## src/hdl/assert_macros.svh

```systemverilog
// assertion macros used by the frame sampler rtl
// expects clk_i and rst_ni in the scope of every use
`ifndef ASSERT_MACROS_SVH
`define ASSERT_MACROS_SVH

// property must hold at every rising clock edge outside reset
`define YCR_ASSERT(label, prop, msg) \
  label: assert property (@(posedge clk_i) disable iff (!rst_ni) prop) \
    else $error(msg);

// condition must never be seen outside reset
`define YCR_ASSERT_NEVER(label, cond, msg) \
  `YCR_ASSERT(label, !(cond), msg)

`endif

```

## src/hdl/ycr_ram.sv

```systemverilog
// generic single-port ram with registered read
// no dependencies
`default_nettype none

module ycr_ram #(
  parameter int WIDTH = 8,
  parameter int DEPTH = 256
) (
  input  wire logic                                    clk_i,
  input  wire logic                                    we_i,
  input  wire logic                                    re_i,
  input  wire logic [((DEPTH > 1) ? $clog2(DEPTH) : 1)-1:0] addr_i,
  input  wire logic [WIDTH-1:0]                        wdata_i,
  output logic      [WIDTH-1:0]                        rdata_o
);

  logic [WIDTH-1:0] mem_q [DEPTH];
  logic [WIDTH-1:0] rdata_q;

  // write and registered read share the one port
  always_ff @(posedge clk_i) begin
    if (we_i) begin
      mem_q[addr_i] <= wdata_i;
    end
    if (re_i) begin
      rdata_q <= mem_q[addr_i];
    end
  end

  assign rdata_o = rdata_q;

endmodule

`default_nettype wire

```

## config.mk

```make
export PLATFORM = sky130hd
export DESIGN_NAME = ycr_ram
export DESIGN_NICKNAME = d
export VERILOG_FILES = /design/src/hdl/assert_macros.svh /design/src/hdl/ycr_ram.sv
export SDC_FILE = /design/constraint.sdc
export NUM_CORES = 2
export LEC_CHECK = 0
export BUFFER_PORTS_ARGS = -buffer_cell sky130_fd_sc_hd__buf_2
export CORE_MARGIN = 3
export CORE_UTILIZATION = 42
export DETAILED_ROUTE_END_ITERATION = 8
export GPL_TIMING_DRIVEN = 1
export SLEW_MARGIN = 10
export SYNTH_ARGS = -nofsm -noshare
export SYNTH_HDL_FRONTEND = slang
export SYNTH_SLANG_ARGS = --single-unit
```

## constraint.sdc

```tcl
create_clock -name clk_i -period 4.7 [get_ports clk_i]
set_input_delay 1.41 -clock clk_i [delete_from_list [all_inputs] [get_ports clk_i]]
set_output_delay 1.41 -clock clk_i [all_outputs]
set_load 0.01 [all_outputs]
```

Word-level counts from Yosys, hierarchy flattened
Memories as Yosys holds them, arrays and structs flattened. A register that Yosys moved wholly into a read port is not among the register bits.
Index checks and enable logic that the tools add are counted.

word-level totals
  bits in registers = 0
  bits in writable memories = 2048
  input bits = 19
  output and inout bits = 8
  logic and storage cells = 3
  memories kept = 1

cells by class
  mux-type cells = 2

memory list
  name   words  width  read ports  clocked after memory_dff  write ports  RTL line       RTL
  mem_q  256    8      1           1                         1            ycr_ram.sv:17  logic [WIDTH-1:0] mem_q [DEPTH];

operator list
  kind               number
  1-bit two-way mux  2

Longest topological paths before layout
  word-level depth = 2
  depth in mapped cells = 10
  depth with buffers taken out = 5

Worst setup path before layout
Ideal clock, no wire load.

  path kind = input to register
  start point = input addr_i[1] (netlist bit)
  end point = memory mem_q[111][0] (enable)
  setup time = 370 ps
  arrival = 3259 ps
  data required time = 4330 ps
  slack = 1071 ps
  stages on the path = 9
  buffers on the path = 5
  path through = buf_2 > clkbuf_1 > clkbuf_1 > nand2_1 > buf_2 > nor2_1 > nand2_1 > clkbuf_1 > nor2_1

RTL lines
  item             RTL line       RTL
  start, declared  ycr_ram.sv:12  input wire logic [((DEPTH > 1) ? $clog2(DEPTH) : 1)-1:0] addr_i,
  end, declared    ycr_ram.sv:17

No word-level cell before the write port.

==> impl_metrics.csv <==
group,metric,value,unit
outcome,status,"complete, no violations",
pwr,p_per_area,413,nW/um2
clocking,clock_latency,0.83,ns
floorplan,die_y,439,um
pwr,power_leakage,28.6,nW
grt,grtUsageTotal,20.3,%
floorplan,rows,158,
grt,grt.overflow.total,0,
synthesis,netlist_area,78600,um2
finish,fin_nets,4038,
routing,first_pass_iters,5,
clocking,h-tree-depth,4,
timing,drv_slew,0,
clocking,clkSlewWorstSetupHoldPaths,0.06,ns
synthesis,synth_nets,3566,
routing,wl_per_cell,29.0,um
pwr,ir_drop,0.401,mV
pwr,design_power_total,37.7,mW
finish,antennaDiodeCount,0,
placed_design,io_buffers,26,
timing,fmax,0.249,GHz
placed_design,dp_cells,6294,
pwr,p_sw_share,21.1,%
synthesis,async_flop_share,0,%
synthesis,yosys_register_bits,2056,
floorplan,io_pins,27,
timing,setup-tns-final,0,ns
placed_design,dp.final_hpwl,120000,um
synthesis,syn_inst,3547,
synthesis,ys_seq_area_share,78.6,%
timing,period_share,85.6,%
timing,finalSetupViolCount,0,
run,maxCapViolCount,0,
critical_path,cpPeakStageDelay,1.01,ns
finish,fin_cells,6657,
routing,num_vias,38100,
pwr,p_clk_share,41.6,%
critical_path,start_kind,"primary input",
critical_path,cp_slowest_cell,"o41ai_1",
routing,drcViolationCount,0,
finish,final_common_cell,"edfxtp_1",
pwr,power_frac_seq,53.6,%
min_path,min_to,"rdata_o[1]$_DFFE_PP_",
timing,max_slew_margin,22.9,%
synthesis,syn_avg_cell_area,22.2,um2
finish,n_fill_cell,14800,
synthesis,ys_types,21,
placed_design,finalWeightedCongestion,0.842,
pwr,p_comb_share,4.8,%
finish,post-route-cell-area,91500,um2
clocking,clk_path_buf_depth,3,
clocking,cts_resized,0,
critical_path,cp-end-kind,"flip-flop",
critical_path,path_delay_family,"compound AO/OA/AOI/OAI gates",
clocking,cts-buffers-inserted,203,
critical_path,r2r-start,"mem_q[63][3]$_DFFE_PP_",
clocking,holdBufCountCts,0,
clocking,cts_tree,"built",
timing,holdWs,0.995,ns
finish,layout-drive-gt1-share,31.2,%
floorplan,die_area,192000,um2
critical_path,r2r_end,"rdata_o[3]$_DFFE_PP_",
min_path,hp-class,"in2reg",
finish,area_growth,16.4,%
grt,grt_antenna_before_repair,2,
critical_path,critical_path_buf_inv_count,3,
synthesis,synth_enable_flop_cells,2056,
floorplan,die_w,439,um
routing,viasPerCell,5.73,
critical_path,cp.required,5.23,ns
critical_path,cp_max_fo,22,
clocking,postCtsSetupRepairBufs,0,
finish,mostFrequentLayoutCells,"2,056 x edfxtp_1, 512 x mux4_2, 424 x buf_4, 256 x a22oi_1, 231 x nor2_1",
min_path,hp-start,"re_i",
clocking,cts_sinks,2056,
timing,grt_setup_unrepaired,"no",
grt,grt_pass1_wl,282000,um
timing,skew,0.0274,ns
routing,ant_nets,0,
grt,grt_pass1_vias,39500,
floorplan,core,186000,um2
critical_path,ff2ff_path_depth,5,
placed_design,dpl-instance-area,85000,um2
synthesis,synthFlopType,"edfxtp_1",
timing,finalCriticalPeriod,4.02,ns
floorplan,start_util,42.3,%
critical_path,cp_cell_sequence,"buf_8 > buf_12 > buf_4 > mux4_2 > a22oi_1 > a21oi_1 > o41ai_1 > nand4_1",
synthesis,ys_warn_count,0,
critical_path,ff2ff_setup_slack,1.74,ns
critical_path,worstPathArrival,4.55,ns
timing,worst_pin_slew,1.14,ns
timing,hold_viol_final,0,
clocking,cts-root-buf,"clkbuf_16",
pwr,p_sw,7.95,mW
pwr,p_int,29.8,mW
grt,grt_max_degree,130,
routing,finalWirelength,193000,um
min_path,whs_path_depth,1,
routing,drt_iter0_drc,4591,
critical_path,critPathKind,"in2reg",
power by group through the flow:
| stage | Clock (mW) | Sequential, mW | Combinational (mW) |
|---|---|---|---|
| floorplan | 0 | 20.6 | 0.898 |
| finish | 15.7 | 20.2 | 1.80 |
| detailed placement | 0 | 20.6 | 1.82 |
| global route | 16.8 | 20.2 | 1.91 |
| CTS | 16.0 | 20.2 | 1.82 |
| global placement | 0 | 20.6 | 1.80 |
per-layer routing:
layer,global-route usage [%],up-vias,part of all wire (%)
li1,-,16000,-
met1,28.8,20500,42
met2,32.1,1390,48
met3,3.90,261,7.2
met4,5.85,0,2.7
met5,0,-,0
cell families after synthesis:
| family | after synthesis | share of synthesized area (%) |
|---|---|---|
| and+or+nand+nor | 330 | 1.73 |
| buffers and inverters | 233 | 1.40 |
| DFF | 2056 | 78.6 |
| muxes | 512 | 14.7 |
| AOI/OAI and AO/OA | 416 | 3.62 |
layout make-up:
type                    instances  area (um2)  share of cell area, %
repair buffers                499        4390                   4.80
multi-input cells            1258       15800                   17.3
clock buffers                 248        5250                   5.74
flip-flops and latches       2056       61700                   67.5
well taps                    2480        3100                   3.39
inverters                       1        3.75                0.00410
clock inverters               115        1170                   1.28
stage by stage:
| step | setup WS [ns] | utilization, % |
|---|---|---|
| finish | 0.678 | 49.3 |
| detailed placement | -0.231 | 45.8 |
| CTS | 0.672 | 49.3 |
| global placement | -0.224 | 45.8 |
| global route | 0.625 | 49.3 |
| floorplan | 1.07 | - |
cell usage after synthesis (8+ instances only):
cell type | number | area [um2]
edfxtp_1 | 2056 | 61700
mux4_2 | 512 | 11500
a22oi_1 | 256 | 1920
nor2_1 | 232 | 871
clkbuf_1 | 145 | 544
a21oi_1 | 128 | 641
buf_2 | 36 | 180
o41ai_1 | 32 | 280
nor3_1 | 30 | 150
nand2_1 | 28 | 105
buf_1 | 19 | 71.3
buf_4 | 16 | 120
buf_6 | 16 | 180
nand3_1 | 13 | 65.1
nand4_1 | 8 | 50.1
how the worst max path moves through the flow:
stage          depth (start not counted)  slack (ns)                       to      start
2_1_floorplan                          9        1.07  mem_q[111][0]$_DFFE_PP_  addr_i[1]
3_3_place_gp                           8       -0.22     rdata_o[3]$_DFFE_PP_  addr_i[0]
3_5_place_dp                           8       -0.23     rdata_o[3]$_DFFE_PP_  addr_i[0]
4_1_cts                                8        0.67     rdata_o[3]$_DFFE_PP_  addr_i[0]
5_1_grt                                8        0.62     rdata_o[4]$_DFFE_PP_  addr_i[0]
6_report                               8        0.68     rdata_o[3]$_DFFE_PP_  addr_i[0]
state kept, by name, summed over array words and instances, names as in the netlist:
signal / flops
rdata_o: 8
mem_q: 2048
No activity file was read; power rests on OpenSTA's default activity.
