===== config.mk =====
export PLATFORM = sky130hd
export DESIGN_NAME = ycr_csc
export DESIGN_NICKNAME = d
export VERILOG_FILES = /design/src/hdl/assert_macros.svh /design/src/hdl/ycr_pkg.sv /design/src/hdl/ycr_csc.sv
export SDC_FILE = /design/constraint.sdc
export NUM_CORES = 1
export LEC_CHECK = 0
export BUFFER_PORTS_ARGS = -buffer_cell sky130_fd_sc_hd__buf_2
export CORE_AREA = 2 2 141 143
export CTS_CLUSTER_DIAMETER = 120
export CTS_CLUSTER_SIZE = 40
export DETAILED_ROUTE_END_ITERATION = 7
export DIE_AREA = 0 0 143 145
export GPL_ROUTABILITY_DRIVEN = 1
export HOLD_SLACK_MARGIN = 0.03
export PLACE_DENSITY = 0.72
export SYNTH_ARGS = -nofsm -noshare
export SYNTH_HDL_FRONTEND = slang
export SYNTH_SLANG_ARGS = --single-unit

===== constraint.sdc =====
create_clock -name clk_i -period 5.9 [get_ports clk_i]
set_input_delay 0.59 -clock clk_i [delete_from_list [all_inputs] [get_ports clk_i]]
set_output_delay 0.59 -clock clk_i [all_outputs]
set_load 0.05 [all_outputs]

===== src/hdl/assert_macros.svh =====
// assertion macros used by the frame sampler rtl
// expects clk_i and rst_ni in the scope of every use
`ifndef ASSERT_MACROS_SVH
`define ASSERT_MACROS_SVH

// property must hold at every rising clock edge outside reset
`define YCR_ASSERT(label, prop, msg) \
  label: assert property (@(posedge clk_i) disable iff (!rst_ni) prop) \
    else $error(msg);

// condition must never be seen outside reset
`define YCR_ASSERT_NEVER(label, cond, msg) \
  `YCR_ASSERT(label, !(cond), msg)

`endif


===== src/hdl/ycr_pkg.sv =====
// shared types and constants of the yuv420 crop and resample block
// no dependencies
`default_nettype none

package ycr_pkg;

  // field widths fixed by the block interface
  localparam int ADDR_W = 15;
  localparam int GRID_W = 8;

  typedef logic [7:0] byte_t;

  // register map, one word per register
  typedef enum logic [1:0] {
    REG_ROI_LEFT   = 2'd0,
    REG_ROI_TOP    = 2'd1,
    REG_ROI_SPAN_X = 2'd2,
    REG_ROI_SPAN_Y = 2'd3
  } reg_idx_e;

  // register reset values
  localparam logic [7:0] ROI_LEFT_RST   = 8'd32;
  localparam logic [6:0] ROI_TOP_RST    = 7'd12;
  localparam logic [7:0] ROI_SPAN_X_RST = 8'd96;
  localparam logic [7:0] ROI_SPAN_Y_RST = 8'd96;

  // integer bt.601 coefficients
  localparam logic signed [17:0] Y_GAIN  = 18'sd298;
  localparam logic signed [17:0] RV_GAIN = 18'sd409;
  localparam logic signed [17:0] GU_GAIN = 18'sd100;
  localparam logic signed [17:0] GV_GAIN = 18'sd208;
  localparam logic signed [17:0] BU_GAIN = 18'sd516;
  localparam logic signed [9:0]  Y_OFS   = 10'sd16;
  localparam logic signed [9:0]  C_OFS   = 10'sd128;
  localparam logic signed [19:0] ROUND   = 20'sd128;

  // stage enables of one axis mapper
  typedef struct packed {
    logic mul;
    logic scale;
    logic clamp;
  } map_en_t;

  // stage enables of the color converter
  typedef struct packed {
    logic prod;
    logic res;
  } csc_en_t;

endpackage

`default_nettype wire


===== src/hdl/ycr_csc.sv =====
// bt.601 yuv to rgb conversion, product stage then sum and clamp stage
// depends on ycr_pkg
`default_nettype none

module ycr_csc (
  input  wire logic            clk_i,
  input  wire ycr_pkg::csc_en_t en_i,
  input  wire ycr_pkg::byte_t  y_i,
  input  wire ycr_pkg::byte_t  u_i,
  input  wire ycr_pkg::byte_t  v_i,
  output ycr_pkg::byte_t       red_o,
  output ycr_pkg::byte_t       green_o,
  output ycr_pkg::byte_t       blue_o
);

  logic signed [9:0]  c_val, d_val, e_val;
  logic signed [17:0] yc_q, rv_q, gu_q, gv_q, bu_q;
  logic signed [19:0] r_sum, g_sum, b_sum;
  ycr_pkg::byte_t     red_q, green_q, blue_q;

  // floor by 256 and clamp to a byte
  function automatic ycr_pkg::byte_t sat_byte(input logic signed [19:0] s);
    ycr_pkg::byte_t res;
    if (s < 0) begin
      res = 8'd0;
    end else if (s[19:16] != 4'd0) begin
      res = 8'd255;
    end else begin
      res = s[15:8];
    end
    return res;
  endfunction

  // offsets from the nominal black and gray levels
  assign c_val = $signed({2'b00, y_i}) - ycr_pkg::Y_OFS;
  assign d_val = $signed({2'b00, u_i}) - ycr_pkg::C_OFS;
  assign e_val = $signed({2'b00, v_i}) - ycr_pkg::C_OFS;

  // coefficient products
  always_ff @(posedge clk_i) begin
    if (en_i.prod) begin
      yc_q <= ycr_pkg::Y_GAIN * 18'(c_val);
      rv_q <= ycr_pkg::RV_GAIN * 18'(e_val);
      gu_q <= ycr_pkg::GU_GAIN * 18'(d_val);
      gv_q <= ycr_pkg::GV_GAIN * 18'(e_val);
      bu_q <= ycr_pkg::BU_GAIN * 18'(d_val);
    end
  end

  // channel sums with rounding
  assign r_sum = 20'(yc_q) + 20'(rv_q) + ycr_pkg::ROUND;
  assign g_sum = 20'(yc_q) - 20'(gu_q) - 20'(gv_q) + ycr_pkg::ROUND;
  assign b_sum = 20'(yc_q) + 20'(bu_q) + ycr_pkg::ROUND;

  // result register
  always_ff @(posedge clk_i) begin
    if (en_i.res) begin
      red_q   <= sat_byte(r_sum);
      green_q <= sat_byte(g_sum);
      blue_q  <= sat_byte(b_sum);
    end
  end

  assign red_o   = red_q;
  assign green_o = green_q;
  assign blue_o  = blue_q;

endmodule

`default_nettype wire


Word-level counts from Yosys, hierarchy flattened:

Cells that the tools add are included.

* register bits after elaboration: 104
* output and inout bits: 24
* word-level logic and storage cells: 32

* add/sub/neg operators: 10
* multiply operators: 5
* $lt $le $gt $ge: 3
* mux-type cells: 3
* reduce and logical (&&, ||, !) cells: 3

Operator list (count)
* $lt A20 B1 Y1 const B: 3
* $add A19 B9 Y20 const B: 2
* $add A18 B18 Y19: 2
* $mux W8: 3
* $add A20 B9 Y20 const B: 1
* $sub A19 B18 Y20: 1
* $sub A18 B17 Y19: 1
* $mul A10 B9 Y18 const A: 1
* $sub A8 B8 Y9 const B: 2
* $mul A9 B9 Y17 const A: 1
* $mul A9 B9 Y16 const A: 1
* $mul A6 B9 Y15 const A: 1
* $mul A5 B9 Y14 const A: 1
* $reduce_bool A4 Y1: 3
* $sub A8 B5 Y9 const B: 1

Depth between registers and ports, before layout:

* depth in word-level cells: 5
* mapped depth: 21

Least setup slack after synthesis:

OpenSTA, ideal clock, no wires.

* path type: in2reg
* from: in y_i[4]
* to: reg yc_q[16], data pin
* arrival time: 4719 ps
* required time: 5639 ps
* slack: 920 ps
* stages on the path: 18
* path buffers: 1
* cells stage by stage: inv_1 -> ha_1 -> or3b_2 -> clkbuf_1 -> inv_1 -> ha_1 -> ha_1 -> fa_1 -> fa_1 -> ha_1 -> ha_1 -> inv_1 -> o21ai_0 -> a21oi_1 -> o21ai_0 -> a21oi_1 -> nor3_1 -> a311o_1

* cells in the longest elaborated chain, start to end: 2

RTL lines
* start: declaration: RTL line ycr_csc.sv:8 `input wire ycr_pkg::byte_t y_i,`
* $sub A8 B5 Y9: RTL line ycr_csc.sv:35 `assign c_val = $signed({2'b00, y_i}) - ycr_pkg::Y_OFS;`
* $mul A9 B9 Y17: RTL line ycr_csc.sv:42 `yc_q <= ycr_pkg::Y_GAIN * 18'(c_val);`
* end signal: assignment: RTL line ycr_csc.sv:42
* end: declaration: RTL line ycr_csc.sv:17 `logic signed [17:0] yc_q, rv_q, gu_q, gv_q, bu_q;`

Every way passes these cells.
A chain may end at the register's enable or synchronous reset.

Worst setup path after layout:

* from: in y_i[4]
* to: reg yc_q[15], data pin

Same word-level chain as after synthesis.

==> reports/results.tsv <==
stage	metric	value	unit
critical_path	reg-to-reg slack, setup	2170	ps
floorplan	die width	143	um
global_route	pin count of the biggest net entering global routing	76	
placed_design	Placer Congestion	0.829	
critical_path	Largest delay share family, worst path	adder cells	
power	VDD IR max	0.366	mV
sta	Worst Clk Skew	10.9	ps
clocking	Longest Clk Path Bufs	2	
global_route	global route overflow	0	
power	Lkg Pwr	0.00565	uW
drt	DRT antenna net count	0	
sta	Least-Margin Pin Slew	964	ps
finish	area of the multi-input gates	0.00673	mm2
synthesis	synth unique cells	56	
finish	commonest non-fill, non-tap cell in the layout	ha_1	
critical_path	CP Max Fanout	7	
floorplan	Core Region	0.0192	mm2
drt	routed wire length	18500	um
clocking	CTS buffer count	9	
worst_hold_path	hold path start	y_i[0]	
floorplan	effective utilization at floorplan	54.0	%
sta	Final setup viols	0	
power	Internal Power	3170	uW
finish	Synth-to-Final Area Change	8.27	%
placed_design	hpwl dp	15700	um
synthesis	ys async rst share	0	%
floorplan	die area	0.0207	mm2
power	Switching Fraction	47.0	%
synthesis	post-synthesis sequential area ratio	28.6	%
floorplan	I/O Pins	51	
critical_path	Buf+Inv Stages, Crit Path	3	
clocking	H-tree lvl count	3	
sta	Max Transition Viols Final	0	
synthesis	Yosys warnings	0	
clocking	CTS root buf	clkbuf_16	
finish	commonest cells after routing, fill and taps aside	ha_1, inv_1, edfxtp_1, a21oi_1, fa_1	
critical_path	CP startpoint	y_i[4]	
sta	f_max	200	MHz
critical_path	critical path's slowest cell	or3b_2	
clocking	Sinks on Clock Net	99	
global_route	number of global-route vias before repair	6438	
clocking	TritonCTS clock tree	yes	
clocking	Clock Pin Slew Worst Setup and Hold Paths	70	ps
drt	Vias/cell	5.13	
synthesis	Seq cells post-synth	99	
power	Clk network pwr share	9.8	%
synthesis	Post-Synthesis Cells	957	
run_status	status	completed	
critical_path	cell count of the worst reg-to-reg path	11	
critical_path	Worst EP arrival	5100	ps
power	share of power burned in registers	20.5	%
finish	Seq. cell area	0.00297	mm2
critical_path	worst reg2reg path endpoint	green_o[3]	
power	pwr dens	532	mW/mm2
power	Psw	2810	uW
worst_hold_path	HP Class	input port to flip-flop	
drt	drt first pass iters	4	
critical_path	Reg2Reg Launch Point	yc_q[6]	
finish	antenna cells	0	
synthesis	number of synthesized flops with an enable pin	99	
sta	setup TNS	0	ps
clocking	CTS resizes	0	
critical_path	CP Capture Type	flip-flop	
finish	final instance area	0.0112	mm2
finish	layout cell share with drive strength beyond 1	8.24	%
finish	Fillers	1583	
synthesis	Syn Area/Cell	10.8	um2
clocking	hold buffers post-CTS	0	
finish	final net count	1357	
synthesis	Top FF cell, synth	edfxtp_1	
sta	worst rel slew slack	35.7	%
worst_hold_path	hold endpoint	yc_q[1]	
placed_design	placed inst area	0.0109	mm2
critical_path	CP Cell Sequence	buf_2 > inv_1 > ha_1 > or3b_2 > inv_1 > ha_1 > ha_1 > fa_1 > fa_1 > ha_1 > ha_1 > o21ai_0 > a21boi_0 > o21ai_0 > a21boi_0 > o21ai_0 > nand2_1 > xor2_1	
synthesis	Post-Synthesis Cell Area	0.0104	mm2
clocking	worst skew pair latency	350	ps
floorplan	DIE HEIGHT	145	um
drt	vias	6597	
global_route	All-Layer GR Usage	18.9	%
job	max-cap viol count	0	
worst_hold_path	Worst Hold Path Cells	1	
critical_path	startpoint types	input port	
drt	DRC	0	
sta	Period minus WS final	5000	ps
power	Power Total	5980	uW
sta	RSZ-0062 raised after global routing	no	
drt	DRT iter0 DRCs	340	
global_route	first-pass GRT wire length	31000	um
critical_path	most used cell along the critical path	ha_1	
global_route	initial antenna violation count	0	
sta	final hold violations	0	
power	combinational share of power	69.7	%
critical_path	CP peak stage delay	540	ps
critical_path	worst endpoint required time	6000	ps
synthesis	Syn Nets	1298	
placed_design	count of port buffers added during placement	50	
sta	fin crit share	84.8	%
drt	WL/cell	14.4	um
critical_path	crit path kind	input port to flip-flop	
clocking	Setup Fix Bufs, Post-CTS	0	
floorplan	# rows	51	
-- power by group through the flow --
stage | registers, uW | logic (uW) | clock network, uW
2_1_floorplan | 1460 | 3090 | 0
3_3_place_gp | 1240 | 4070 | 0
3_5_place_dp | 1250 | 4130 | 0
4_1_cts | 1240 | 4170 | 597
5_1_grt | 1250 | 4700 | 620
6_report | 1230 | 4160 | 586
-- cell type report --
cell class	count	share of cell area, %
Inverter	174	5.81
Clock buffer	9	2.00
Tap cell	265	2.95
Sequential cell	99	26.5
Multi-Input combinational cell	681	59.9
Clock inverter	6	0.590
Timing Repair Buffer	51	2.29
-- state kept, by name (all words and copies together) (netlist names) --
register,flops
blue_o,8
gu_q,12
bu_q,16
rv_q,18
gv_q,12
red_o,8
green_o,8
yc_q,17
-- cells in the mapped netlist (4+ instances only) --
cell | n | share of area [%]
a211o_1 | 4 | 0.34
a211oi_1 | 10 | 0.72
a21boi_0 | 5 | 0.36
a21o_1 | 20 | 1.4
a21oi_1 | 53 | 2.6
a31oi_1 | 4 | 0.24
and2_1 | 5 | 0.30
edfxtp_1 | 99 | 29
fa_1 | 53 | 10
ha_1 | 261 | 31
inv_1 | 174 | 6.3
nand2_1 | 23 | 0.83
nand2b_1 | 5 | 0.30
nand3_1 | 10 | 0.48
nor2_1 | 38 | 1.4
nor2b_1 | 10 | 0.60
nor3_1 | 13 | 0.63
o21a_1 | 21 | 1.5
o21ai_0 | 17 | 0.82
o21ai_1 | 7 | 0.34
o21bai_1 | 9 | 0.65
or3_1 | 5 | 0.30
xnor2_1 | 43 | 3.6
xor2_1 | 20 | 1.7
-- worst max-delay path by stage --
stage                          end  slack [ps]  depth (start not counted)
after floorplan           yc_q[16]         920                         18
after global placement    yc_q[15]         640                         18
after detailed placement  yc_q[15]         520                         18
after CTS                 yc_q[15]         890                         18
after global routing      yc_q[17]         490                         18
final                     yc_q[15]         900                         18
-- per-layer routing --
metal / up-vias / part of all wire (%) / global-route usage [%]
met4: 0 / 1.2 / 4.70
li1: 3461 / - / -
met5: - / 0 / 0
met3: 13 / 2.5 / 2.05
met2: 88 / 48 / 31.4
met1: 3035 / 49 / 26.5
-- per-stage QoR --
stage          util [%]  instances  hold slack, ps  setup slack (ps)
2_1_floorplan         -        957             689               920
3_3_place_gp       57.0       1270             827               645
3_5_place_dp       57.0       1270             826               522
4_1_cts            58.5       1285             458               889
5_1_grt            58.5       1285             465               487
6_report           58.5       1285             466               897
-- kinds of logic after synthesis --
| family | after synthesis | share of synthesized area, % |
|---|---|---|
| fa+ha+maj | 314 | 41.7 |
| compound gates | 181 | 12.0 |
| buf+inv | 177 | 6.51 |
| simple gates | 122 | 5.71 |
| flops | 99 | 28.6 |
| xor+xnor | 63 | 5.32 |
| mux | 1 | 0.0965 |
Note: power is estimated with default switching activity, not from simulation.
