===== src/hdl/assert_macros.svh =====
// assertion macros used by the frame sampler rtl
// expects clk_i and rst_ni in the scope of every use
`ifndef ASSERT_MACROS_SVH
`define ASSERT_MACROS_SVH

// property must hold at every rising clock edge outside reset
`define YCR_ASSERT(label, prop, msg) \
  label: assert property (@(posedge clk_i) disable iff (!rst_ni) prop) \
    else $error(msg);

// condition must never be seen outside reset
`define YCR_ASSERT_NEVER(label, cond, msg) \
  `YCR_ASSERT(label, !(cond), msg)

`endif


===== src/hdl/ycr_pkg.sv =====
// shared types and constants of the yuv420 crop and resample block
// no dependencies
`default_nettype none

package ycr_pkg;

  // field widths fixed by the block interface
  localparam int ADDR_W = 15;
  localparam int GRID_W = 8;

  typedef logic [7:0] byte_t;

  // register map, one word per register
  typedef enum logic [1:0] {
    REG_ROI_LEFT   = 2'd0,
    REG_ROI_TOP    = 2'd1,
    REG_ROI_SPAN_X = 2'd2,
    REG_ROI_SPAN_Y = 2'd3
  } reg_idx_e;

  // register reset values
  localparam logic [7:0] ROI_LEFT_RST   = 8'd32;
  localparam logic [6:0] ROI_TOP_RST    = 7'd12;
  localparam logic [7:0] ROI_SPAN_X_RST = 8'd96;
  localparam logic [7:0] ROI_SPAN_Y_RST = 8'd96;

  // integer bt.601 coefficients
  localparam logic signed [17:0] Y_GAIN  = 18'sd298;
  localparam logic signed [17:0] RV_GAIN = 18'sd409;
  localparam logic signed [17:0] GU_GAIN = 18'sd100;
  localparam logic signed [17:0] GV_GAIN = 18'sd208;
  localparam logic signed [17:0] BU_GAIN = 18'sd516;
  localparam logic signed [9:0]  Y_OFS   = 10'sd16;
  localparam logic signed [9:0]  C_OFS   = 10'sd128;
  localparam logic signed [19:0] ROUND   = 20'sd128;

  // stage enables of one axis mapper
  typedef struct packed {
    logic mul;
    logic scale;
    logic clamp;
  } map_en_t;

  // stage enables of the color converter
  typedef struct packed {
    logic prod;
    logic res;
  } csc_en_t;

endpackage

`default_nettype wire


===== src/hdl/ycr_axis_map.sv =====
// maps one output grid index to a clamped source coordinate, three stages
// depends on ycr_pkg
`default_nettype none

module ycr_axis_map #(
  parameter int LIMIT    = 160,
  parameter int OUT_SIZE = 256
) (
  input  wire logic                       clk_i,
  input  wire ycr_pkg::map_en_t           en_i,
  input  wire logic [7:0]                 idx_i,
  input  wire logic [7:0]                 span_i,
  input  wire logic [7:0]                 origin_i,
  output logic      [$clog2(LIMIT)-1:0]   coord_o
);

  // divide by 2*OUT_SIZE through an exact reciprocal
  localparam int PW = ycr_pkg::GRID_W + 9;
  localparam int Div = 2 * OUT_SIZE;
  localparam int DW = $clog2(Div);
  localparam int K = PW + DW;
  localparam int MW = PW + 2;
  localparam logic [MW-1:0] RECIP = MW'(((64'd1 << K) + 64'(Div) - 64'd1) / 64'(Div));
  localparam int QW = PW + MW - K;
  localparam int SW = ((QW > 8) ? QW : 8) + 1;
  localparam int CW = $clog2(LIMIT);

  logic [PW-1:0]    prod_q;
  logic [QW-1:0]    quot_q;
  logic [CW-1:0]    coord_q;
  logic [PW+MW-1:0] scaled;
  logic [SW-1:0]    pos;

  // pixel centre times span
  always_ff @(posedge clk_i) begin
    if (en_i.mul) begin
      prod_q <= PW'({idx_i, 1'b1}) * PW'(span_i);
    end
  end

  // quotient by the grid size
  assign scaled = (PW + MW)'(prod_q) * (PW + MW)'(RECIP);

  always_ff @(posedge clk_i) begin
    if (en_i.scale) begin
      quot_q <= scaled[K +: QW];
    end
  end

  // add region origin and clamp to the frame
  assign pos = SW'(origin_i) + SW'(quot_q);

  always_ff @(posedge clk_i) begin
    if (en_i.clamp) begin
      if (32'(pos) > 32'(LIMIT - 1)) begin
        coord_q <= CW'(LIMIT - 1);
      end else begin
        coord_q <= CW'(pos);
      end
    end
  end

  assign coord_o = coord_q;

endmodule

`default_nettype wire


===== config.mk =====
export PLATFORM = sky130hd
export DESIGN_NAME = ycr_axis_map
export DESIGN_NICKNAME = d
export VERILOG_FILES = /design/src/hdl/assert_macros.svh /design/src/hdl/ycr_pkg.sv /design/src/hdl/ycr_axis_map.sv
export SDC_FILE = /design/constraint.sdc
export NUM_CORES = 1
export LEC_CHECK = 0
export CORE_MARGIN = 2
export CORE_UTILIZATION = 55
export DETAILED_ROUTE_END_ITERATION = 10
export DONT_BUFFER_PORTS = 1
export PLACE_DENSITY = 0.71
export REMOVE_ABC_BUFFERS = 1
export SETUP_SLACK_MARGIN = 0.1
export SLEW_MARGIN = 10
export SYNTH_ARGS = -nofsm -noshare
export SYNTH_HDL_FRONTEND = slang
export SYNTH_SLANG_ARGS = --single-unit

===== constraint.sdc =====
create_clock -name clk_i -period 10.2 [get_ports clk_i]
set_input_delay 0 -clock clk_i [delete_from_list [all_inputs] [get_ports clk_i]]
set_output_delay 0 -clock clk_i [all_outputs]
set_load 0.01 [all_outputs]

Word-level counts from Yosys, hierarchy flattened:

Index checks and enable logic that the tools add are counted.

* register bits after elaboration: 33
* input port bits: 28
* output and inout bits: 8
* logic and storage cells: 6

* add/subtract/negate cells: 1
* $mul: 1
* magnitude comparators: 1

Operators with widths (number)
* multiplier 9 x 8 -> 17 bit: 1
* adder 8 x 8 -> 9 bit: 1
* > comparator 9 x 8 -> 1 bit (second input constant): 1

Longest topological paths before layout:

Gate-level depths: netlist of the first run.

* word-level depth: 2
* depth in mapped cells: 15
* gate-level depth less buffers: 15

Least setup slack after synthesis of the first run:

OpenSTA, ideal clock, no wires.

* path kind: input port to flip-flop
* start point: in idx_i[2]
* end point: reg prod_q[14] (data pin)
* setup time: 0.260 ns
* arrival time: 3.485 ns
* data required time: 9.940 ns
* path slack: 6.455 ns
* stages on the path: 13
* buffers on the path: 0
* cell sequence: and2_1 fa_1 fa_1 fa_1 inv_1 fa_1 inv_1 ha_1 a21oi_1 a21oi_1 or2_2 a221oi_1 nand2_1

* word-level cells in the longest chain between the ends: 1

RTL lines
* start, declared: RTL line ycr_axis_map.sv:11 `input wire logic [7:0] idx_i,`
* multiplier 9 x 8 -> 17 bit: RTL line ycr_axis_map.sv:37 `prod_q <= PW'({idx_i, 1'b1}) * PW'(span_i);`
* end signal, assigned: RTL line ycr_axis_map.sv:37
* end, declared: RTL line ycr_axis_map.sv:28 `logic [PW-1:0] prod_q;`

No other way between the ends.
A chain may end at the register's enable or synchronous reset.

Final worst setup path of the first run:

Ends and elaborated chain as after synthesis.

==> impl_metrics.py, run 1 <==
metrics = {
    "status": {
        "outcome": "finished clean",
    },
    "drt": {
        "first_pass_iters": 4,
        "avgRoutedWirePerCell_um": 14.18,
        "ant_nets": 0,
        "wl_mm": 5.532,
        "drt_iter0_drc": 62,
        "vias": 2168,
        "vias_per_cell": 5.559,
        "drc_errors": 0,
    },
    "job": {
        "cap_violations": 0,
    },
    "synth": {
        "post-synth-top-area-cell": "fa_1",
        "synth_top_area_frac": 0.2578,
        "yosysWarningCount": 0,
        "ys_ff_latch": 24,
        "synth-edff-count": 24,
        "synth_area_leaders": "fa_1, edfxtp_1, ha_1",
        "synth_cell_types": 43,
        "synth_common_cells": "and2_1, inv_1, fa_1, ha_1, edfxtp_1",
        "dominantRegCellSynth": "edfxtp_1",
        "ys_seq_area_frac": 0.2209,
        "netlist_area_um2": 3262,
        "yosysMostFrequentCell": "and2_1",
        "syn_area_per_cell_um2": 10.59,
        "syn_inst": 308,
        "async_flop_share": 0,
    },
    "worst_setup_path": {
        "cp.arrival_ns": 3.69,
        "crit_fanout": 8,
        "r2r-start": "quot_q[0]",
        "critPathKind": "input port to register",
        "setup.worst_path.end_class": "register",
        "cp.depth": 13,
        "worstSetupEndpoint": "prod_q[14]",
        "critPathLaunchType": "input port",
        "reg2reg_depth": 7,
        "crit_chain": "and2_1, fa_1, fa_1, fa_1, inv_1, fa_1, inv_1, ha_1, a21oi_1, a21oi_1, or2_2, a221oi_1, nand2_1",
        "cpLargestDelayFamily": "adder cells",
        "reg2reg_slack_ns": 7.96,
        "path_buf_inv": 2,
        "required_ns": 10.21,
        "cp_slowest_cell": "fa_1",
        "worstReg2RegEnd": "coord_o[3]",
        "critical_path.max_stage_delay_ns": 0.54,
        "timing.critical_path.mode_cell": "fa_1",
        "startpoint": "idx_i[2]",
    },
    "cells_and_area": {
        "antenna_cells": 0,
        "final_cells": 390,
        "layout-drive-gt1-share": 0.03492,
        "fin_nets": 428,
        "final_util": 0.5899,
        "area.growth.synth_to_final_pct": 5.178,
        "nFillCells": 500,
    },
    "floorplanning": {
        "start_util": 0.5609,
        "die_x_um": 81.01,
        "rows": 28,
        "design.core.area_um2": 5816,
        "die_area_um2": 6563,
        "die_height_um": 81.01,
        "io_pins": 36,
    },
    "grt": {
        "overflow": 0,
        "grt_use_met3": 0.02667,
        "grt_start_max_net_pins": 14,
        "top_usage_layer": "met2",
        "antenna_found_initial": 0,
        "track_usage": 0.1860,
        "met1_usage": 0.2504,
        "grt_pass1_vias": 2154,
        "met2_usage": 0.3256,
        "grt_pass1_wl_mm": 9.522,
    },
    "placement": {
        "hpwlAfterDp_mm": 4.726,
        "placed_cells": 383,
        "io_buffers": 0,
        "place_congestion": 0.8468,
    },
    "timing": {
        "rsz0062_at_grt": "false",
        "relSlewSlack": 0.7559,
        "hold_viol": 0,
        "report.final.slew_viol_count": 0,
        "fmax_ghz": 0.2716,
        "skew_ns": 0.004227,
        "fin_setup_tns_ns": 0,
        "min_period_over_period": 0.3609,
        "worst_pin_slew_ns": 0.3650,
        "post-route-min-period_ns": 3.681,
        "setup_viol": 0,
    },
    "clock_network": {
        "post_cts_resized": 0,
        "ctsLongestPathBuffers": 2,
        "cts.clk_slew.worst_paths_ns": 0.08,
        "cts-htree-levels": 1,
        "cts_root_buf": "clkbuf_8",
        "post_cts_buffers": 0,
        "cts_tree": "done",
        "clock_latency_ns": 0.26,
        "clock-sinks": 24,
        "cts_buffers": 3,
    },
    "pwr": {
        "peakVddDrop_uv": 88.74,
        "leakagePower_nw": 1.639,
        "p_per_area_nw_per_um2": 189.8,
    },
    "min_path": {
        "hold_class": "input port to register",
    },
}
==> sequential cells by signal, indices dropped and copies added, names as in the netlist <==
name	cells
coord_o	8
quot_q	8
prod_q	8
==> worst min path at each step <==
stage	from	to	cells past startpoint
2_1_floorplan	en_i[0]	coord_o[0]	0
3_3_place_gp	en_i[1]	quot_q[6]	0
3_5_place_dp	en_i[1]	quot_q[6]	0
4_1_cts	origin_i[0]	coord_o[0]	2
5_1_grt	origin_i[0]	coord_o[0]	2
6_report	origin_i[0]	coord_o[0]	2
==> metrics by stage <==
step / cell area [um2] / setup slack [ns] / total power [mW] / hold WS (ns)
6_report: 3431 / 6.519 / 0.6512 / 0.04721
3_5_place_dp: 3356 / 6.265 / 0.5996 / 0.1129
3_3_place_gp: 3356 / 6.276 / 0.5909 / 0.1130
5_1_grt: 3431 / 6.321 / 0.7314 / 0.04969
4_1_cts: 3431 / 6.537 / 0.6579 / 0.04573
2_1_floorplan: 3262 / 6.455 / 0.5202 / 0.1125
==> cell usage in the layout (no fill, tap or decap), drive strengths merged, types with 5 or more instances in the layout <==
cell type / n
and2: 57
inv: 48
fa: 42
ha: 42
edfxtp: 24
a21oi: 12
nand2: 11
o21ai: 7
a21o: 6
xor2: 6
xnor2: 6
nand3: 5
==> power by group <==
part           total, mW  switching [mW]  internal, mW
logic              0.420           0.234         0.186
clock network     0.0538          0.0269        0.0269
registers          0.178          0.0136         0.164
==> repair_timing <==
| action | CTS | global route |
|---|---|---|
| hold endpoints to repair | 24 | 0 |
| hold buffers | 3 | 0 |
| endpoints found under the setup margin | 0 | 0 |
==> cell type report <==
cell class	instances	area (um2)	share of cell area
clock buffer	3	41.29	0.01204
clock inverter	1	3.754	0.001094
inverter	48	180.2	0.05252
multi-input combinational	236	2361	0.6882
sequential	24	720.7	0.2101
tap	75	93.84	0.02735
timing repair buffer	3	30.03	0.008753
==> metal layers <==
metal	wire (um)	vias to the layer above
li1	-	1056
met2	2922	31
met3	139	5
met5	0	-
met1	2440	1076
met4	30	0
==> worst reg2reg max path, stage by stage, from the launching register on <==
cell and delay, ns:
edfxtp_1 0.39, ha_1 0.24, fa_1 0.42, a21o_1 0.24, a221oi_2 0.26, xnor2_1 0.12
o22ai_2 0.19, nand3_1 0.11
==> cells by family (layout without fill, tap and decap cells) <==
group | Yosys count | in the layout | share of synthesized area
and+or+nand+nor | 94 | 94 | 0.1726
DFF | 24 | 24 | 0.2209
AOI/OAI and AO/OA | 45 | 45 | 0.09705
muxes | 1 | 1 | 0.003069
xor gates and xnor gates | 12 | 12 | 0.03222
buffers and inverters | 48 | 55 | 0.05524
adders and majority gates | 84 | 84 | 0.4189
No activity file was read; power rests on OpenSTA's default activity.
==> run 2, diff against run 1 <==
==> constraint.sdc (replaced) <==
create_clock -name clk_i -period 3.5 [get_ports clk_i]
set_input_delay 0 -clock clk_i [delete_from_list [all_inputs] [get_ports clk_i]]
set_output_delay 0 -clock clk_i [all_outputs]
set_load 0.01 [all_outputs]
==> run 2 against run 1 <==
Via count is 2.5% higher. Total power grew to 3.6 times the previous value. First-iteration DRC count decreased by 1.6%. Final area increased by 5.6%. Combinational power increased to 3.9 times the previous value. Clock power rose to 2.8 times the previous value. Register-to-register slack lost 6.7 ns. Flip-flop and latch count unchanged. Non-clock buffer count is 14 higher. Clock-buffer cell count unchanged. Highest routed layer unchanged.
==> impl_metrics.py, run 2 (synthesis results as in run 1) <==
metrics = {
    "timing": {
        "hold_viol": 0,
        "skew_ns": 0.002188,
        "fin_setup_tns_ns": 0,
        "fmax_ghz": 0.2980,
        "setup_slack_ns": 0.1438,
        "post-route-min-period_ns": 3.356,
        "setup_viol": 0,
        "report.final.slew_viol_count": 0,
        "relSlewSlack": 0.7411,
        "hold-worst-slack_ns": 0.04918,
        "min_period_over_period": 0.9589,
        "rsz0062_at_grt": "true",
        "worst_pin_slew_ns": 0.3870,
    },
    "worst_setup_path": {
        "critPathLaunchType": "input port",
        "crit_fanout": 9,
        "setup.worst_path.end_class": "register",
        "critPathKind": "input port to register",
        "cp.arrival_ns": 3.36,
        "required_ns": 3.51,
    },
    "drt": {
        "vias": 2222,
        "vias_per_cell": 5.514,
        "first_pass_iters": 4,
        "drc_errors": 0,
        "drt_iter0_drc": 61,
        "wl_mm": 5.983,
        "ant_nets": 0,
        "avgRoutedWirePerCell_um": 14.85,
    },
    "pwr": {
        "p_per_area_nw_per_um2": 639.9,
        "peakVddDrop_uv": 303.5,
        "leakagePower_nw": 1.711,
        "p_total_mw": 2.319,
    },
    "status": {
        "outcome": "finished clean",
    },
    "clock_network": {
        "cts_root_buf": "clkbuf_8",
        "cts-htree-levels": 1,
        "clock_latency_ns": 0.25,
        "ctsLongestPathBuffers": 2,
        "cts_tree": "done",
        "cts_buffers": 3,
        "cts.clk_slew.worst_paths_ns": 0.07,
        "clock-sinks": 24,
    },
    "grt": {
        "track_usage": 0.1902,
        "grt_pass1_vias": 2285,
        "antenna_found_initial": 0,
        "overflow": 0,
        "grt_pass1_wl_mm": 9.908,
        "grt_start_max_net_pins": 13,
    },
    "placement": {
        "hpwlAfterDp_mm": 4.978,
        "pre_cts_slack_ns": -0.4411,
        "place_congestion": 0.8185,
        "placed_cells": 395,
        "place_area_um2": 3446,
        "io_buffers": 0,
    },
    "floorplanning": {
        "start_util": 0.5609,
        "io_pins": 36,
        "design.core.area_um2": 5816,
        "die_height_um": 81.01,
        "die_area_um2": 6563,
        "die_x_um": 81.01,
        "rows": 28,
    },
    "min_path": {
        "hold_class": "input port to register",
    },
    "cells_and_area": {
        "area.growth.synth_to_final_pct": 11.09,
        "post-route-cell-area_um2": 3623,
        "antenna_cells": 0,
        "final_cells": 403,
        "fin_nets": 442,
        "final_cell_mix": "and2_1, inv_1, fa_1, ha_1, edfxtp_1",
        "layout-drive-gt1-share": 0.1280,
        "final_util": 0.6231,
        "final_common_cell": "and2_1",
        "nFillCells": 516,
    },
    "job": {
        "cap_violations": 0,
    },
}
[run 2: cell count changes in the layout (fill, tap and decap cells not counted), moves of 2 or more]
cell,before,now
buf_4,0,13
a21oi_1,11,7
a21oi_2,1,4
ha_1,42,39
inv_1,48,45
inv_2,0,3
ha_4,0,2
o21ai_0,6,4
or2_2,2,0
or2_4,0,2
[run 2: path summary, 6_finish.rpt]
| path | depth (start not counted) | slack (ns) | end | start |
|---|---|---|---|---|
| setup / recovery | 14 | 0.14 | prod_q[14] | span_i[5] |
| hold / removal | 2 | 0.05 | coord_o[0] | origin_i[0] |
| setup reg to reg | 7 | 1.29 | coord_o[3] | quot_q[0] |
| hold reg to reg | 0 | 0.42 | quot_q[6] | prod_q[15] |
[run 2: layout make-up]
| cell class | instances | area, um2 | area share |
|---|---|---|---|
| tap | 75 | 93.84 | 0.02590 |
| inverter | 48 | 180.2 | 0.04972 |
| sequential | 24 | 720.7 | 0.1989 |
| multi-input combinational | 236 | 2449 | 0.6758 |
| timing repair buffer | 17 | 138.9 | 0.03833 |
| clock buffer | 3 | 41.29 | 0.01140 |
[run 2: critical path, cell delays in order]
cell and delay (ns):
and2_1 0.15, fa_1 0.51, fa_1 0.51, fa_1 0.52, inv_1 0.06, fa_1 0.52, inv_1 0.04, ha_2 0.19
buf_4 0.14, nand3_1 0.09, a21oi_2 0.08, or2_4 0.24, a221oi_2 0.23, nand2_1 0.07
[run 2: where the power goes]
part           switching [mW]  internal [mW]  total (mW)
registers              0.0404          0.479       0.519
clock network          0.0746         0.0766       0.151
logic                   0.828          0.820        1.65
[run 2: metal layers]
layer,vias to the layer above,wire [um],share of wire,GRT usage
met3,2,166,0.028,0.02333
met4,0,12,0.0020,0.02034
met5,-,0,0,0
met2,33,3150,0.53,0.3397
met1,1111,2653,0.44,0.2572
li1,1076,-,-,-
[run 2: what timing repair did]
item | CTS | global route
hold buffers | 3 | 0
gates resized for setup | 17 | 6
pin swaps | 21 | 15
endpoints found under the setup margin | 8 | 8
setup buffers | 0 | 2
endpoints found under the hold margin | 24 | 0
==> run 3, diff against run 2 <==
--- a/config.mk
+++ b/config.mk
@@ -11,7 +11,7 @@
 export DONT_BUFFER_PORTS = 1
 export PLACE_DENSITY = 0.71
 export REMOVE_ABC_BUFFERS = 1
-export SETUP_SLACK_MARGIN = 0.1
+export SETUP_SLACK_MARGIN = 0.2
 export SLEW_MARGIN = 10
 export SYNTH_ARGS = -nofsm -noshare
 export SYNTH_HDL_FRONTEND = slang
==> run 3 against run 2 <==
Utilization up 0.37 points. Final cell count up 0.25%. Combinational power about the same. Critical path depth unchanged. Worst hold slack about the same. Sequential share of layout area down 0.12 points. Flip-flop and latch count unchanged. Critical endpoint unchanged.
==> impl_metrics.py, run 3 (synthesis results as in run 1) <==
metrics = {
    "drt": {
        "wl_mm": 5.986,
        "vias": 2227,
        "ant_nets": 0,
        "first_pass_iters": 4,
        "vias_per_cell": 5.512,
        "drc_errors": 0,
        "drt_iter0_drc": 66,
        "avgRoutedWirePerCell_um": 14.82,
    },
    "worst_setup_path": {
        "critPathKind": "input port to register",
        "critPathLaunchType": "input port",
        "required_ns": 3.51,
        "cp.arrival_ns": 3.35,
        "crit_fanout": 9,
        "setup.worst_path.end_class": "register",
    },
    "placement": {
        "pre_cts_slack_ns": -0.4411,
        "io_buffers": 0,
        "place_congestion": 0.8185,
        "hpwlAfterDp_mm": 4.978,
    },
    "clock_network": {
        "ctsLongestPathBuffers": 2,
        "cts_buffers": 3,
        "cts.clk_slew.worst_paths_ns": 0.07,
        "clock_latency_ns": 0.25,
        "cts-htree-levels": 1,
        "cts_root_buf": "clkbuf_8",
        "cts_tree": "done",
        "clock-sinks": 24,
    },
    "timing": {
        "report.final.slew_viol_count": 0,
        "worst_pin_slew_ns": 0.3721,
        "rsz0062_at_grt": "true",
        "post-route-min-period_ns": 3.347,
        "skew_ns": 0.002049,
        "setup_slack_ns": 0.1535,
        "fmax_ghz": 0.2988,
        "relSlewSlack": 0.7511,
        "hold-worst-slack_ns": 0.04963,
        "fin_setup_tns_ns": 0,
        "hold_viol": 0,
        "min_period_over_period": 0.9562,
        "setup_viol": 0,
    },
    "cells_and_area": {
        "final_common_cell": "and2_1",
        "area.growth.synth_to_final_pct": 11.74,
        "layout-drive-gt1-share": 0.1337,
        "seqCellArea_um2": 720.7,
        "fin_nets": 443,
        "final_cell_mix": "and2_1, inv_1, fa_1, ha_1, edfxtp_1",
        "multi_input_area_um2": 2462,
        "antenna_cells": 0,
        "final_util": 0.6267,
        "nFillCells": 517,
    },
    "status": {
        "outcome": "finished clean",
    },
    "pwr": {
        "switching_share": 0.4042,
        "seqPwrFrac": 0.221,
        "peakVddDrop_uv": 309.1,
        "power.internal_mw": 1.398,
        "p_per_area_nw_per_um2": 643.6,
        "leakagePower_nw": 1.722,
        "p_total_mw": 2.346,
        "combPwrFrac": 0.715,
        "clkPwrFrac": 0.064,
        "power_switching_uw": 948.2,
    },
    "job": {
        "cap_violations": 0,
    },
    "floorplanning": {
        "die_area_um2": 6563,
        "die_x_um": 81.01,
        "rows": 28,
        "io_pins": 36,
        "start_util": 0.5609,
        "die_height_um": 81.01,
        "design.core.area_um2": 5816,
    },
    "grt": {
        "grt_pass1_wl_mm": 9.922,
        "grt_pass1_vias": 2271,
        "track_usage": 0.1910,
        "grt_start_max_net_pins": 13,
        "antenna_found_initial": 0,
        "overflow": 0,
    },
    "min_path": {
        "hold_class": "input port to register",
    },
}
run 3: critical path, stage by stage:
cell and delay [ns]:
and2_1 0.15, fa_1 0.51, fa_1 0.51, fa_1 0.52, inv_1 0.06, fa_1 0.52, inv_1 0.06, ha_4 0.16
buf_4 0.14, nand3_1 0.09, a21oi_2 0.08, or2_4 0.24, a221oi_2 0.23, nand2_1 0.07
run 3: cell type report:
| cell class | count | area share |
|---|---|---|
| Tap cell | 75 | 0.02575 |
| Timing Repair Buffer | 18 | 0.04016 |
| Sequential cell | 24 | 0.1977 |
| Inverter | 48 | 0.04943 |
| Multi-Input combinational cell | 236 | 0.6756 |
| Clock buffer | 3 | 0.01133 |
run 3: final timing paths:
| kind | startpoint | to | slack (ns) | cells past startpoint |
|---|---|---|---|---|
| setup reg to reg | quot_q[0] | coord_o[3] | 1.29 | 7 |
| hold / removal | origin_i[0] | coord_o[0] | 0.05 | 2 |
| setup / recovery | span_i[5] | prod_q[14] | 0.15 | 14 |
| hold reg to reg | prod_q[15] | quot_q[6] | 0.42 | 0 |
run 3: routing by layer:
layer | track usage | vias up | part of all wire
met1 | 0.2587 | 1121 | 0.44
met4 | 0.02034 | 0 | 0.0020
met2 | 0.3405 | 25 | 0.53
li1 | - | 1079 | -
met3 | 0.02333 | 2 | 0.024
met5 | 0 | - | 0
run 3: metrics by stage:
stage                     std cells  area, um2
after floorplan                 308       3262
after global placement          395       3446
after detailed placement        395       3446
after CTS                       402       3607
after global routing            404       3645
final                           404       3645
run 3: power groups by stage:
stage          logic [mW]  clock network, mW  registers [mW]
2_1_floorplan        1.00                  0           0.516
3_3_place_gp         1.37                  0           0.523
3_5_place_dp         1.41                  0           0.528
4_1_cts              1.62              0.155           0.521
5_1_grt              1.89              0.170           0.532
6_report             1.68              0.151           0.519
run 3: what timing repair did:
action	in CTS	in global routing
buffers inserted	1	2
endpoints found under the hold margin	24	0
hold buffers	3	0
gates resized for setup	22	4
endpoints found under the setup margin	8	8
pin swaps	22	23
